===== config.mk =====
export PLATFORM = sky130hd
export DESIGN_NAME = least_loaded_dispatch_table
export DESIGN_NICKNAME = d
export VERILOG_FILES = /design/src/rtl/lldt_pkg.sv /design/src/rtl/lldt_front.sv /design/src/rtl/lldt_back.sv /design/src/rtl/least_loaded_dispatch_table.sv
export SDC_FILE = /design/constraint.sdc
export NUM_CORES = 2
export LEC_CHECK = 0
export BUFFER_PORTS_ARGS = -buffer_cell sky130_fd_sc_hd__buf_4
export CAP_MARGIN = 20
export CORE_MARGIN = 2
export CORE_UTILIZATION = 48
export DETAILED_ROUTE_END_ITERATION = 7
export PLACE_DENSITY = 0.66
export REMOVE_ABC_BUFFERS = 1
export SYNTH_ARGS = -nofsm -noshare
export SYNTH_HDL_FRONTEND = slang
export SYNTH_SLANG_ARGS = --single-unit

===== constraint.sdc =====
create_clock -name clock -period 8.3 [get_ports clock]
set_input_delay 1.245 -clock clock [delete_from_list [all_inputs] [get_ports clock]]
set_output_delay 1.245 -clock clock [all_outputs]
set_load 0.02 [all_outputs]

===== src/rtl/lldt_pkg.sv =====
// ----------------------------------------------------------------------------
// Least-loaded dispatch table package
// Shared request, status and queue types for the dispatch table.
// ----------------------------------------------------------------------------
`default_nettype none

package lldt_pkg;

   localparam int ADDR_W = 48;
   localparam int LOAD_W = 16;
   localparam int TIME_W = 32;
   localparam int CFG_W  = 16;
   localparam int MAX_RESULTS = 16;
   localparam logic [LOAD_W-1:0] LOAD_MAX = '1;
   localparam logic [CFG_W-1:0] STALE_RESET  = 16'd6000;
   localparam logic [CFG_W-1:0] PERIOD_RESET = 16'd6000;

   typedef enum logic [1:0] {
      REQ_TICK = 2'd0,
      REQ_HEARTBEAT = 2'd1,
      REQ_PICK = 2'd2,
      REQ_LIST = 2'd3
   } req_kind_type;

   typedef enum logic [1:0] {
      ST_PICKED = 2'd0,
      ST_NONE = 2'd1,
      ST_ENTRY = 2'd2,
      ST_EMPTY = 2'd3
   } status_type;

   typedef enum logic {
      CSR_STALE = 1'b0,
      CSR_PERIOD = 1'b1
   } csr_index_type;

   // One classified command passed from the front end to the back end.
   typedef struct packed {
      req_kind_type kind;
      logic         sweep;
      logic [ADDR_W-1:0] addr;
      logic [LOAD_W-1:0] load;
      logic [TIME_W-1:0] stamp;
   } cmd_type;

endpackage

`default_nettype wire


===== src/rtl/lldt_front.sv =====
// ----------------------------------------------------------------------------
// Dispatch table front end
// Accepts items, keeps time and the sweep countdown, and queues commands.
// ----------------------------------------------------------------------------
`default_nettype none

module lldt_front import lldt_pkg::*; (
   input  wire logic clock,
   input  wire logic reset,
   input  wire logic req_valid,
   output logic      req_stall,
   input  wire logic [1:0] req_type,
   input  wire logic [ADDR_W-1:0] req_server_addr,
   input  wire logic [LOAD_W-1:0] req_reported_load,
   input  wire logic [CFG_W-1:0] period,
   output logic      cmd_valid,
   input  wire logic cmd_stall,
   output cmd_type   cmd
);

   localparam int DEPTH = 2;

   cmd_type q_ff [DEPTH];
   logic [1:0] cnt_ff, cnt_in;
   logic rd_ff, rd_in, wr_ff, wr_in;
   logic [TIME_W-1:0] time_ff, time_in;
   logic [CFG_W-1:0] cd_ff, cd_in;
   logic [CFG_W-1:0] cd_inc;
   logic push, pop;
   cmd_type new_cmd;

   assign req_stall = (cnt_ff == 2'(DEPTH));
   assign push = req_valid && !req_stall;
   assign cmd_valid = (cnt_ff != 2'd0);
   assign pop = cmd_valid && !cmd_stall;
   assign cmd = q_ff[rd_ff];
   assign cd_inc = cd_ff + 1'b1;

   always_comb begin
      time_in = time_ff;
      cd_in = cd_ff;
      new_cmd.kind = req_kind_type'(req_type);
      new_cmd.sweep = 1'b0;
      new_cmd.addr = req_server_addr;
      new_cmd.load = req_reported_load;
      if (req_kind_type'(req_type) == REQ_TICK) begin
         time_in = time_ff + 1'b1;
         new_cmd.sweep = (cd_inc >= period);
         cd_in = new_cmd.sweep ? '0 : cd_inc;
      end
      new_cmd.stamp = time_in;
      if (!push) begin
         time_in = time_ff;
         cd_in = cd_ff;
      end
      cnt_in = cnt_ff + 2'(push) - 2'(pop);
      rd_in = rd_ff ^ pop;
      wr_in = wr_ff ^ push;
   end

   always_ff @(posedge clock) begin
      if (reset) begin
         cnt_ff <= '0;
         rd_ff <= 1'b0;
         wr_ff <= 1'b0;
         time_ff <= '0;
         cd_ff <= '0;
      end else begin
         cnt_ff <= cnt_in;
         rd_ff <= rd_in;
         wr_ff <= wr_in;
         time_ff <= time_in;
         cd_ff <= cd_in;
      end
      if (push) q_ff[wr_ff] <= new_cmd;
   end

   assert property (@(posedge clock) disable iff (reset) cnt_ff <= 2'(DEPTH))
      else $error("queue count overflow");
   assert property (@(posedge clock) disable iff (reset)
      push && !pop |=> cnt_ff == $past(cnt_ff) + 2'd1)
      else $error("push not counted");
   assert property (@(posedge clock) disable iff (reset)
      !push |=> time_ff == $past(time_ff))
      else $error("time moved without item");

endmodule

`default_nettype wire


===== src/rtl/lldt_back.sv =====
// ----------------------------------------------------------------------------
// Dispatch table back end
// Walks the slot table one slot at a time to run sweeps, heartbeats, picks
// and lists, and holds one result in an output register.
// ----------------------------------------------------------------------------
`default_nettype none

module lldt_back import lldt_pkg::*; #(
   parameter int SLOTS = 16
) (
   input  wire logic clock,
   input  wire logic reset,
   input  wire logic cmd_valid,
   output logic      cmd_stall,
   input  cmd_type   cmd,
   input  wire logic [CFG_W-1:0] stale,
   output logic      rsp_valid,
   input  wire logic rsp_stall,
   output logic [1:0] rsp_status,
   output logic [ADDR_W-1:0] rsp_chosen_addr,
   output logic [LOAD_W-1:0] rsp_entry_load,
   output logic      rsp_last_of_run
);

   localparam int IW = $clog2(SLOTS);
   localparam int NW = $clog2(MAX_RESULTS + 1);

   typedef enum logic [4:0] {
      S_IDLE = 5'b00001,
      S_SCAN = 5'b00010,
      S_READ = 5'b00100,
      S_EMIT = 5'b01000,
      S_DONE = 5'b10000
   } state_type;

   state_type st_ff, st_in;
   logic [SLOTS-1:0] valid_ff, valid_in;
   logic [ADDR_W-1:0] addr_mem [SLOTS];
   logic [LOAD_W-1:0] load_mem [SLOTS];
   logic [TIME_W-1:0] seen_mem [SLOTS];
   logic [ADDR_W-1:0] rd_addr_ff;
   logic [LOAD_W-1:0] rd_load_ff;
   logic [TIME_W-1:0] rd_seen_ff;
   logic [IW-1:0] idx_ff, idx_in, ridx_ff, ridx_in;
   logic [IW:0] pos_ff, pos_in;
   cmd_type c_ff, c_in;
   logic have_ff, have_in;
   logic [IW-1:0] best_ff, best_in;
   logic [LOAD_W-1:0] bload_ff, bload_in;
   logic [NW-1:0] n_ff, n_in;
   logic found_ff, found_in;
   logic out_v_ff, out_v_in;
   logic [1:0] out_s_ff, out_s_in;
   logic [ADDR_W-1:0] out_a_ff, out_a_in;
   logic [LOAD_W-1:0] out_l_ff, out_l_in;
   logic out_last_ff, out_last_in;
   logic wr_en;
   logic [IW-1:0] wr_idx;
   logic [ADDR_W-1:0] wr_addr;
   logic [LOAD_W-1:0] wr_load;
   logic wr_seen;
   logic [TIME_W-1:0] age;
   logic out_free;
   logic [IW-1:0] next_valid;
   logic next_found;
   logic last_slot;
   logic [LOAD_W-1:0] bumped;

   assign rsp_valid = out_v_ff;
   assign rsp_status = out_s_ff;
   assign rsp_chosen_addr = out_a_ff;
   assign rsp_entry_load = out_l_ff;
   assign rsp_last_of_run = out_last_ff;
   assign out_free = !out_v_ff || !rsp_stall;
   assign cmd_stall = (st_ff != S_IDLE);
   assign age = c_ff.stamp - rd_seen_ff;
   assign last_slot = (pos_ff == (IW+1)'(SLOTS - 1));
   assign bumped = (rd_load_ff == LOAD_MAX) ? rd_load_ff : rd_load_ff + 1'b1;

   always_comb begin
      next_valid = '0;
      next_found = 1'b0;
      for (int i = SLOTS - 1; i >= 0; i--) begin
         if (valid_ff[i] && IW'(i) > idx_ff) begin
            next_valid = IW'(i);
            next_found = 1'b1;
         end
      end
   end

   always_comb begin
      st_in = st_ff;
      valid_in = valid_ff;
      idx_in = idx_ff;
      ridx_in = ridx_ff;
      pos_in = pos_ff;
      c_in = c_ff;
      have_in = have_ff;
      best_in = best_ff;
      bload_in = bload_ff;
      n_in = n_ff;
      found_in = found_ff;
      out_v_in = out_v_ff && rsp_stall;
      out_s_in = out_s_ff;
      out_a_in = out_a_ff;
      out_l_in = out_l_ff;
      out_last_in = out_last_ff;
      wr_en = 1'b0;
      wr_idx = ridx_ff;
      wr_addr = c_ff.addr;
      wr_load = c_ff.load;
      wr_seen = 1'b1;
      unique case (st_ff)
         S_IDLE: begin
            if (cmd_valid) begin
               c_in = cmd;
               idx_in = '0;
               ridx_in = '0;
               pos_in = '0;
               have_in = 1'b0;
               found_in = 1'b0;
               n_in = '0;
               if (cmd.kind == REQ_TICK && !cmd.sweep) st_in = S_IDLE;
               else st_in = S_SCAN;
            end
         end
         S_SCAN: begin
            // One slot per step: read issued here, result handled in S_READ.
            ridx_in = idx_ff;
            st_in = S_READ;
         end
         S_READ: begin
            st_in = S_SCAN;
            idx_in = idx_ff + 1'b1;
            pos_in = pos_ff + 1'b1;
            unique case (c_ff.kind)
               REQ_TICK: begin
                  if (valid_ff[ridx_ff] && age > TIME_W'(stale))
                     valid_in[ridx_ff] = 1'b0;
                  if (last_slot) st_in = S_IDLE;
               end
               REQ_HEARTBEAT: begin
                  if (valid_ff[ridx_ff] && rd_addr_ff == c_ff.addr) begin
                     wr_en = 1'b1;
                     st_in = S_IDLE;
                  end else begin
                     if (!valid_ff[ridx_ff] && !have_ff) begin
                        have_in = 1'b1;
                        best_in = ridx_ff;
                     end
                     if (last_slot) begin
                        st_in = S_IDLE;
                        if (have_in) begin
                           wr_en = 1'b1;
                           wr_idx = best_in;
                           valid_in[best_in] = 1'b1;
                        end
                     end
                  end
               end
               REQ_PICK: begin
                  if (valid_ff[ridx_ff] && (!have_ff || rd_load_ff < bload_ff)) begin
                     have_in = 1'b1;
                     best_in = ridx_ff;
                     bload_in = rd_load_ff;
                  end
                  if (last_slot) begin
                     if (have_in) begin
                        idx_in = best_in;
                        st_in = S_DONE;
                     end else begin
                        st_in = S_EMIT;
                     end
                  end
               end
               REQ_LIST: begin
                  idx_in = idx_ff;
                  st_in = S_EMIT;
               end
               default: st_in = S_IDLE;
            endcase
         end
         S_DONE: begin
            // Pick: winner re-read, bump written back in S_EMIT.
            ridx_in = idx_ff;
            st_in = S_EMIT;
            found_in = 1'b1;
         end
         S_EMIT: begin
            if (out_free) begin
               if (c_ff.kind == REQ_PICK) begin
                  out_v_in = 1'b1;
                  out_last_in = 1'b1;
                  st_in = S_IDLE;
                  if (found_ff) begin
                     out_s_in = ST_PICKED;
                     out_a_in = rd_addr_ff;
                     out_l_in = bumped;
                     wr_en = 1'b1;
                     wr_addr = rd_addr_ff;
                     wr_load = bumped;
                     wr_seen = 1'b0;
                  end else begin
                     out_s_in = ST_NONE;
                     out_a_in = '0;
                     out_l_in = '0;
                  end
               end else if (valid_ff[ridx_ff]) begin
                  out_v_in = 1'b1;
                  out_s_in = ST_ENTRY;
                  out_a_in = rd_addr_ff;
                  out_l_in = rd_load_ff;
                  n_in = n_ff + 1'b1;
                  out_last_in = !next_found || (n_in == NW'(MAX_RESULTS));
                  idx_in = next_valid;
                  pos_in = (IW+1)'(next_valid);
                  st_in = out_last_in ? S_IDLE : S_SCAN;
               end else if (!next_found && n_ff == '0) begin
                  out_v_in = 1'b1;
                  out_s_in = ST_EMPTY;
                  out_a_in = '0;
                  out_l_in = '0;
                  out_last_in = 1'b1;
                  st_in = S_IDLE;
               end else begin
                  idx_in = next_valid;
                  pos_in = (IW+1)'(next_valid);
                  st_in = S_SCAN;
               end
            end
         end
         default: st_in = S_IDLE;
      endcase
   end

   always_ff @(posedge clock) begin
      if (reset) begin
         st_ff <= S_IDLE;
         valid_ff <= '0;
         out_v_ff <= 1'b0;
      end else begin
         st_ff <= st_in;
         valid_ff <= valid_in;
         out_v_ff <= out_v_in;
      end
      idx_ff <= idx_in;
      ridx_ff <= ridx_in;
      pos_ff <= pos_in;
      c_ff <= c_in;
      have_ff <= have_in;
      best_ff <= best_in;
      bload_ff <= bload_in;
      n_ff <= n_in;
      found_ff <= found_in;
      out_s_ff <= out_s_in;
      out_a_ff <= out_a_in;
      out_l_ff <= out_l_in;
      out_last_ff <= out_last_in;
   end

   always_ff @(posedge clock) begin
      if (wr_en) begin
         addr_mem[wr_idx] <= wr_addr;
         load_mem[wr_idx] <= wr_load;
         if (wr_seen) seen_mem[wr_idx] <= c_ff.stamp;
      end
      if (st_ff == S_SCAN || st_ff == S_DONE) begin
         rd_addr_ff <= addr_mem[idx_ff];
         rd_load_ff <= load_mem[idx_ff];
         rd_seen_ff <= seen_mem[idx_ff];
      end
   end

   assert property (@(posedge clock) disable iff (reset) $onehot(st_ff))
      else $error("state not one-hot");
   assert property (@(posedge clock) disable iff (reset)
      rsp_valid && rsp_stall |=> rsp_valid)
      else $error("result dropped under stall");
   assert property (@(posedge clock) disable iff (reset)
      rsp_valid && rsp_stall |=> $stable(rsp_status) && $stable(rsp_chosen_addr))
      else $error("stalled result changed");
   assert property (@(posedge clock) disable iff (reset)
      rsp_valid && rsp_status == ST_PICKED |-> rsp_entry_load != '0)
      else $error("picked load not bumped");

endmodule

`default_nettype wire


===== src/rtl/least_loaded_dispatch_table.sv =====
// ----------------------------------------------------------------------------
// Least-loaded dispatch table
// Top level: configuration registers, command front end and slot-walk back end.
// ----------------------------------------------------------------------------
// A tick without a sweep is taken by the back end without a slot walk; a sweep,
// a heartbeat, a pick and a list walk the slot memory one read at a time, and
// a list skips from each reported entry to the next valid slot; an output stall
// holds a pick or a list while the output register is full.
// The two-entry command queue accepts items while the back end is busy.
// Synchronous reset empties the table, clears time and the sweep countdown.
`default_nettype none

module least_loaded_dispatch_table import lldt_pkg::*; #(
   parameter int SLOTS = 16
) (
   input  wire logic clock,
   input  wire logic reset,
   input  wire logic req_valid,
   output logic      req_stall,
   input  wire logic [1:0] req_type,
   input  wire logic [ADDR_W-1:0] req_server_addr,
   input  wire logic [LOAD_W-1:0] req_reported_load,
   output logic      rsp_valid,
   input  wire logic rsp_stall,
   output logic [1:0] rsp_status,
   output logic [ADDR_W-1:0] rsp_chosen_addr,
   output logic [LOAD_W-1:0] rsp_entry_load,
   output logic      rsp_last_of_run,
   input  wire logic csr_write,
   input  wire logic csr_index,
   input  wire logic [CFG_W-1:0] csr_data
);

   logic [CFG_W-1:0] stale_ff, period_ff;
   logic cmd_valid, cmd_stall;
   cmd_type cmd;

   always_ff @(posedge clock) begin
      if (reset) begin
         stale_ff <= STALE_RESET;
         period_ff <= PERIOD_RESET;
      end else if (csr_write) begin
         unique case (csr_index_type'(csr_index))
            CSR_STALE: stale_ff <= csr_data;
            CSR_PERIOD: period_ff <= csr_data;
            default: ;
         endcase
      end
   end

   lldt_front u_front (
      .clock, .reset, .req_valid, .req_stall, .req_type, .req_server_addr,
      .req_reported_load, .period(period_ff), .cmd_valid, .cmd_stall, .cmd
   );

   lldt_back #(.SLOTS(SLOTS)) u_back (
      .clock, .reset, .cmd_valid, .cmd_stall, .cmd, .stale(stale_ff),
      .rsp_valid, .rsp_stall, .rsp_status, .rsp_chosen_addr, .rsp_entry_load,
      .rsp_last_of_run
   );

endmodule

`default_nettype wire

== Word-level counts from Yosys, hierarchy flattened ==
Memory sizes are Yosys's and may differ from the RTL's. A register that Yosys moved wholly into a read port is not among the register bits.
Cells that the tools add are included.

* Bits in registers: 311
* Bits in latches: 0
* RAM bits: 1734
* ROM bits: 0
* Output and inout port bits: 69
* Word-level logic and storage cells: 313
* Memories: 4

* Add/sub/neg operators: 9
* $mul: 0
* Div/mod/pow operators: 0
* $lt $le $gt $ge: 23
* Equality and inequality tests: 26
* Shifts and indexed selects: 0
* Mux-type cells: 151
* Bitwise operators: 6
* Reductions and logical operators: 68

{| class="wikitable"
|+ Memory list
! memory !! words !! width !! read ports !! clocked after Yosys merged registers in !! write ports !! line !! text
|-
| u_back.addr_mem || 16 || 48 || 1 || 1 || 1 || lldt_back.sv:38 || <nowiki>logic [ADDR_W-1:0] addr_mem [SLOTS];</nowiki>
|-
| u_back.seen_mem || 16 || 32 || 1 || 1 || 1 || lldt_back.sv:40 || <nowiki>logic [TIME_W-1:0] seen_mem [SLOTS];</nowiki>
|-
| u_back.load_mem || 16 || 16 || 1 || 1 || 1 || lldt_back.sv:39 || <nowiki>logic [LOAD_W-1:0] load_mem [SLOTS];</nowiki>
|-
| u_front.q_ff || 2 || 99 || 1 || 1 || 1 || lldt_front.sv:23 || <nowiki>cmd_type q_ff [DEPTH];</nowiki>
|}

{| class="wikitable"
|+ Operators by type and width
! kind !! number
|-
| 2-to-1 mux 48 bit || 8
|-
| 2-to-1 mux 16 bit || 14
|-
| 2-to-1 mux 4 bit || 34
|-
| 2-to-1 mux 5 bit || 15
|-
| 2-to-1 mux 1 bit || 56
|-
| equality test 48 bit || 1
|-
| adder 16 x 1 -> 16 bit (second input constant) || 2
|-
| adder 32 x 1 -> 32 bit (second input constant) || 1
|-
| greater-than comparator 32 x 16 -> 1 bit || 1
|-
| greater-than comparator 4 bit (first input constant) || 8
|-
| 2-to-1 mux 32 bit || 1
|-
| case mux 16 bit (2 select lines) || 1
|-
| subtractor 32 bit || 1
|-
| logical AND 1 bit || 27
|-
| case mux 5 bit (5 select lines) || 1
|-
| case mux 4 bit (2 select lines) || 3
|-
| case mux 5 bit (4 select lines) || 1
|-
| bitwise AND 16 bit || 1
|-
| equality test 16 bit (second input constant) || 1
|-
| greater-or-equal comparator 16 bit || 1
|-
| greater-than comparator 3 x 4 -> 1 bit (first input constant) || 4
|-
| less-than comparator 16 bit || 1
|-
| inverter 16 bit || 1
|-
| bitwise OR 16 bit || 1
|-
| other kinds (41) || 98
|}

== Longest topological paths before layout ==
* Depth in word-level cells: 25
* Depth in mapped cells: 22

== Hierarchy ==
From an unflattened synthesis, not the netlist that was laid out.

* Cell total of the unflattened synthesis: 4533
* Area total of the unflattened synthesis: 85997.5 µm²

{| class="wikitable"
|+ Modules (own cells, without submodules)
! module !! times used !! cells each !! area an instance (µm²) !! seq. area each (µm²)
|-
| lldt_back || 1 || 3662 || 74114.8 || 55603.3
|-
| lldt_front || 1 || 745 || 10577.6 || 6986.7
|-
| least_loaded_dispatch_table || 1 || 126 || 1305.0 || 640.6
|}

== Worst setup path after synthesis ==
OpenSTA, ideal clock, no wires.

* Kind: register to register
* Start point: register u_back.st_ff[2]
* End point: register u_back.ridx_ff[0], enable pin
* Library setup time: 323 ps
* Arrival: 8093 ps
* Data required time: 7977 ps
* Setup slack: -116 ps
* Cell stages (with the launch flop): 5
* Path buffers: 1
* Cell sequence: dfxtp_1 > or2_2 > clkbuf_1 > nor3_1 > nand2b_1

* Longest elaborated chain between the ends: 4
* Elaborated cells on any way between the ends: 7
* Those cells by class: eq/ne: 4; reduce/logical: 3

{| class="wikitable"
|+ Ends and longest elaborated chain
! item !! line !! text
|-
| start, declared || lldt_back.sv:36 || <nowiki>state_type st_ff, st_in;</nowiki>
|-
| start signal, assigned || lldt_back.sv:242 || <nowiki>st_ff <= st_in;</nowiki>
|-
| equality test 5 bit / equality test 5 x 2 -> 1 bit (equally long branches) || lldt_back.sv:113 || <nowiki>unique case (st_ff)</nowiki>
|-
| OR reduction 2 bit (no source line) || n/a ||
|-
| nonzero test 2 bit (no source line) || n/a ||
|-
| AND reduction 2 bit (no source line) (*) || n/a ||
|-
| end signal, assigned || lldt_back.sv:247 || <nowiki>ridx_ff <= ridx_in;</nowiki>
|-
| end, declared || lldt_back.sv:44 || <nowiki>logic [IW-1:0] idx_ff, idx_in, ridx_ff, ridx_in;</nowiki>
|}

Mark *: on every way between the ends. The rest lies on a longest branch, timed or not.
A chain may end at the register's enable or synchronous reset.

== Worst setup path after layout ==
* Start point: register u_back.c_ff[0] (netlist bit)
* End point: register u_back.valid_ff[14]

* Longest elaborated chain between the ends: 5

{| class="wikitable"
|+ Ends and longest elaborated chain
! item !! line !! text
|-
| start, declared || lldt_back.sv:46 || <nowiki>cmd_type c_ff, c_in;</nowiki>
|-
| start signal, assigned || lldt_back.sv:249 || <nowiki>c_ff <= c_in;</nowiki>
|-
| subtractor 32 bit || lldt_back.sv:76 || <nowiki>assign age = c_ff.stamp - rd_seen_ff;</nowiki>
|-
| greater-than comparator 32 x 16 -> 1 bit || lldt_back.sv:138 || <nowiki>if (valid_ff[ridx_ff] && age > TIME_W'(stale))</nowiki>
|-
| logical AND 1 bit || lldt_back.sv:138 ||
|-
| inequality test 2 x 1 -> 1 bit (no source line) || n/a ||
|-
| AND reduction 6 bit (no source line) || n/a ||
|-
| end signal, assigned || lldt_back.sv:243 || <nowiki>valid_ff <= valid_in;</nowiki>
|-
| end, declared || lldt_back.sv:37 || <nowiki>logic [SLOTS-1:0] valid_ff, valid_in;</nowiki>
|}

Every way passes these cells.

==> results by group <==
Status
  • Outcome: finished clean

Worst setup path
  • Endpoint of the worst-slack reg-to-reg timing path: u_back.valid_ff[14]
  • Cell depth of the worst flop-to-flop path: 19
  • Top cell family by delay on the critical path: simple AND/OR/NAND/NOR gates
  • Kind of capture point of the worst setup path: register
  • Worst-case register-to-register setup slack: 1910 ps
  • Slowest library cell on the worst path: sky130_fd_sc_hd__nor4_4
  • Endpoint arrival time on the critical path: roughly 7000 ps
  • Startpoint type of the worst setup path: register
  • Delay of the slowest cell on the worst path: between 800 and 900 ps
  • Cell breakdown of the critical path: inv_1 > ha_1 > inv_1 > fa_1 > a211oi_2 > o211ai_2 > a21boi_2 > o21bai_1 > a21oi_1 > xnor2_1 > ha_1 > nand4_1 > or4_1 > o21a_1 > or4_1 > or4b_4 > nor4_4 > and2b_4 > o31ai_1
  • Crit path max fanout: 18
  • Worst path bufs/invs: 2
  • Data required time of the critical path: between 8000 and 9000 ps
  • Reg2Reg Launch Point: u_back.c_ff[0]
  • Critical path type: register to register

Detailed routing
  • Detail-routed net length per standard cell: around 26 µm
  • Number of violations reported at the end of detailed-routing iteration 0: 4136
  • Antenna-violating nets left: 0
  • Per-cell via count in the routed design: 5.83
  • Via total after detailed routing: 43026
  • Drt first pass iters: 7
  • Final wirelength: 193000 µm
  • Remaining routing DRC violations: 0

Yosys
  • Distinct cell type count after synthesis: 88
  • Async set-reset flop share out of synthesis: 0%
  • YS warnings: 0
  • Avg Cell Area, Syn: 18.8 µm²
  • Post-Synthesis Cell Area: 0.0861 mm²
  • Post-synth EDFFs: 2035
  • Main flop type after synthesis: sky130_fd_sc_hd__edfxtp_1
  • Sequential fraction of the synthesis area: 73.5%
  • Number of storage elements in the synthesis netlist: 2141
  • Gate Count Post-Synth: 4590

Global route
  • Vias in the first global route: between 40000 and 50000
  • First-pass GRT wire length: 286000 µm
  • Grt total ovfl: 0
  • Pin count of the biggest net entering global routing: between 100 and 150
  • GR Util All Layers: 21.2%
  • Antenna violations before repair: 2

Floorplan
  • Top-level I/O count: 157
  • Starting Density: about half
  • Cell row count: 155
  • Width of the die: roughly 430 µm
  • Floorplan die height: 427 µm
  • Overall die area: 0.183 mm²
  • Area inside the core boundary: 0.178 mm²

CTS
  • Setup Fix Bufs, Post-CTS: 0
  • Maximum clock path buffer count: 3
  • TritonCTS clock tree: done
  • Later-pin clock latency in the skew report: 870 ps
  • Clk sinks: 2141
  • Count of cells resized by post-cts repair: 0
  • Hold_buf cts: 0
  • Clock slew seen by the registers of the worst setup and hold paths: 60 ps
  • CTS Buf Count: approximately 210
  • Clock tree root buffer cell: sky130_fd_sc_hd__clkbuf_16
  • Total number of H-tree levels: 4

Final layout
  • Share of post-route cells with drive strength above 1: approximately a quarter
  • Final Net Count: ~5000
  • Layout area overhead: 13.1%
  • Most frequent cells in the layout: sky130_fd_sc_hd__edfxtp_1, sky130_fd_sc_hd__mux4_2, sky130_fd_sc_hd__nand2_1, sky130_fd_sc_hd__buf_4, sky130_fd_sc_hd__clkbuf_16
  • Final cell count without fillers: 7386
  • Commonest non-fill, non-tap cell in the layout: sky130_fd_sc_hd__edfxtp_1

Power and ir drop
  • Total power divided by cell area: approximately 320 mW/mm²
  • Leakage power: 31.6 nW
  • Peak VDD IR: 0.284 mV

Placement
  • Half-perimeter wire length after detailed placement: around 110000 µm
  • Count of port buffers added during placement: ~160
  • Number of placed instances with taps included: 6991
  • Routability Congestion: 0.850

STA
  • Share of the clock period used by the worst path: 76.9%
  • Final hold slack: approximately 450 ps
  • Final count of negative-setup-slack endpoints: 0
  • Max Clk Rate: 157 MHz
  • Unrepaired setup endpoints after global routing: no
  • Period minus WS final: 6390 ps
  • Worst-case headroom to the max-slew limit: 25.8%
  • Worst slew pin tran: 1110 ps
  • Max Clock Skew: around 94 ps
  • Fin. Hold Viols: 0
  • Final Max Tran Viols: 0

Hold path
  • Cells on Worst Hold Path: 2
  • Worst min-delay path endpoint: period_ff[13]
  • Start point of the worst hold path: period_ff[13]
  • Hold Path Class: register to register

Job
  • Max Cap Violations: 0
-- worst min-delay path, stage by stage (launching register included) --
cell and delay [ps]:
sky130_fd_sc_hd__dfxtp_1 310, sky130_fd_sc_hd__nand2_1 50, sky130_fd_sc_hd__a21oi_1 50
-- cells in the mapped netlist, types with 17 or more instances --
cell type	instances	area [µm²]
sky130_fd_sc_hd__nor2_1	147	552
sky130_fd_sc_hd__nor2b_1	62	388
sky130_fd_sc_hd__and3_1	21	131
sky130_fd_sc_hd__nor3_1	39	195
sky130_fd_sc_hd__nand3_1	74	370
sky130_fd_sc_hd__edfxtp_1	2035	61100
sky130_fd_sc_hd__o31ai_1	17	128
sky130_fd_sc_hd__xor2_1	64	561
sky130_fd_sc_hd__mux4_2	485	10900
sky130_fd_sc_hd__xnor2_1	97	850
sky130_fd_sc_hd__nand3b_1	21	158
sky130_fd_sc_hd__a21o_1	28	210
sky130_fd_sc_hd__o21ai_0	89	445
sky130_fd_sc_hd__dfxtp_1	106	2120
sky130_fd_sc_hd__ha_1	98	1230
sky130_fd_sc_hd__buf_1	40	150
sky130_fd_sc_hd__nand2b_1	26	163
sky130_fd_sc_hd__nand4_1	39	244
sky130_fd_sc_hd__clkbuf_1	159	597
sky130_fd_sc_hd__mux2_2	105	1180
sky130_fd_sc_hd__a21oi_1	95	475
sky130_fd_sc_hd__inv_1	112	420
sky130_fd_sc_hd__nand2_1	363	1360
sky130_fd_sc_hd__a31oi_1	22	138
-- layout make-up --
class / instances / area [µm²]
timing repair buffer: 264 / 2090
clock buffer: 252 / 5400
sequential: 2141 / 63200
tap: 2355 / 2950
antenna: 1 / 2.50
multi-input combinational: 2120 / 21900
fill: 13505 / 80800
clock inverter: 139 / 1390
inverter: 114 / 433
-- logic make-up (layout without fill, tap and decap cells) --
group | count (synthesis) | count (layout) | synth area share [%]
AND/OR/NAND/NOR | 886 | 886 | 4.94
XOR/XNOR | 161 | 161 | 1.64
flip-flops | 2141 | 2141 | 73.5
adder cells (fa/ha/maj) | 99 | 99 | 1.45
other | 0 | 1 | 0
buffers and inverters | 329 | 769 | 1.52
multiplexers | 600 | 600 | 14.2
AO/OA/AOI/OAI | 374 | 374 | 2.82
-- sequential cells by signal (all words and copies together) (netlist names), 32 cells and up --
signal	cells
u_back.seen_mem	512
u_front.time_ff	32
u_back.load_mem	256
u_back.addr_mem	768
u_front.q_ff	198
u_back.rd_seen_ff	32
u_back.rsp_chosen_addr	48
u_back.c_ff	98
u_back.rd_addr_ff	48
-- power breakdown --
| group | leakage [nW] | internal, W | switching (W) |
|---|---|---|---|
| Sequential | 19.3 | 0.0136 | 0.000626 |
| Combinational | 9.00 | 0.00327 | 0.00434 |
| Clock | 3.30 | 0.00518 | 0.00410 |
-- through the flow --
step	cell area, µm²	setup slack (ps)	util (%)	total power [W]	setup TNS, ps
final	97400	1910	54.6	0.0312	0
after global routing	97400	1510	54.6	0.0324	0
after CTS	97300	1890	54.6	0.0315	0
after detailed placement	90500	1900	50.8	0.0222	0
after global placement	90500	1990	50.8	0.0221	0
after floorplan	85200	-12670	-	0.0208	-1807930
-- metal layers --
layer	part of all wire (%)	global-route usage (%)	vias up
li1	-	-	18872
met1	42	29.3	22657
met2	51	35.8	1263
met3	5.4	3.17	232
met4	2.0	5.16	2
met5	0.0067	0	-
-- worst max path at each step --
stage	cells past startpoint	end	from
final	19	u_back.valid_ff[14]	u_back.c_ff[0]
after global routing	18	u_back.valid_ff[14]	u_back.c_ff[3]
after CTS	19	u_back.valid_ff[9]	u_back.c_ff[0]
after detailed placement	18	u_back.valid_ff[9]	u_back.c_ff[1]
after global placement	19	u_back.valid_ff[14]	u_back.c_ff[0]
after floorplan	10	u_back.rsp_chosen_addr[0]	u_back.idx_ff[0]
Note: power is estimated with default switching activity, not from simulation.
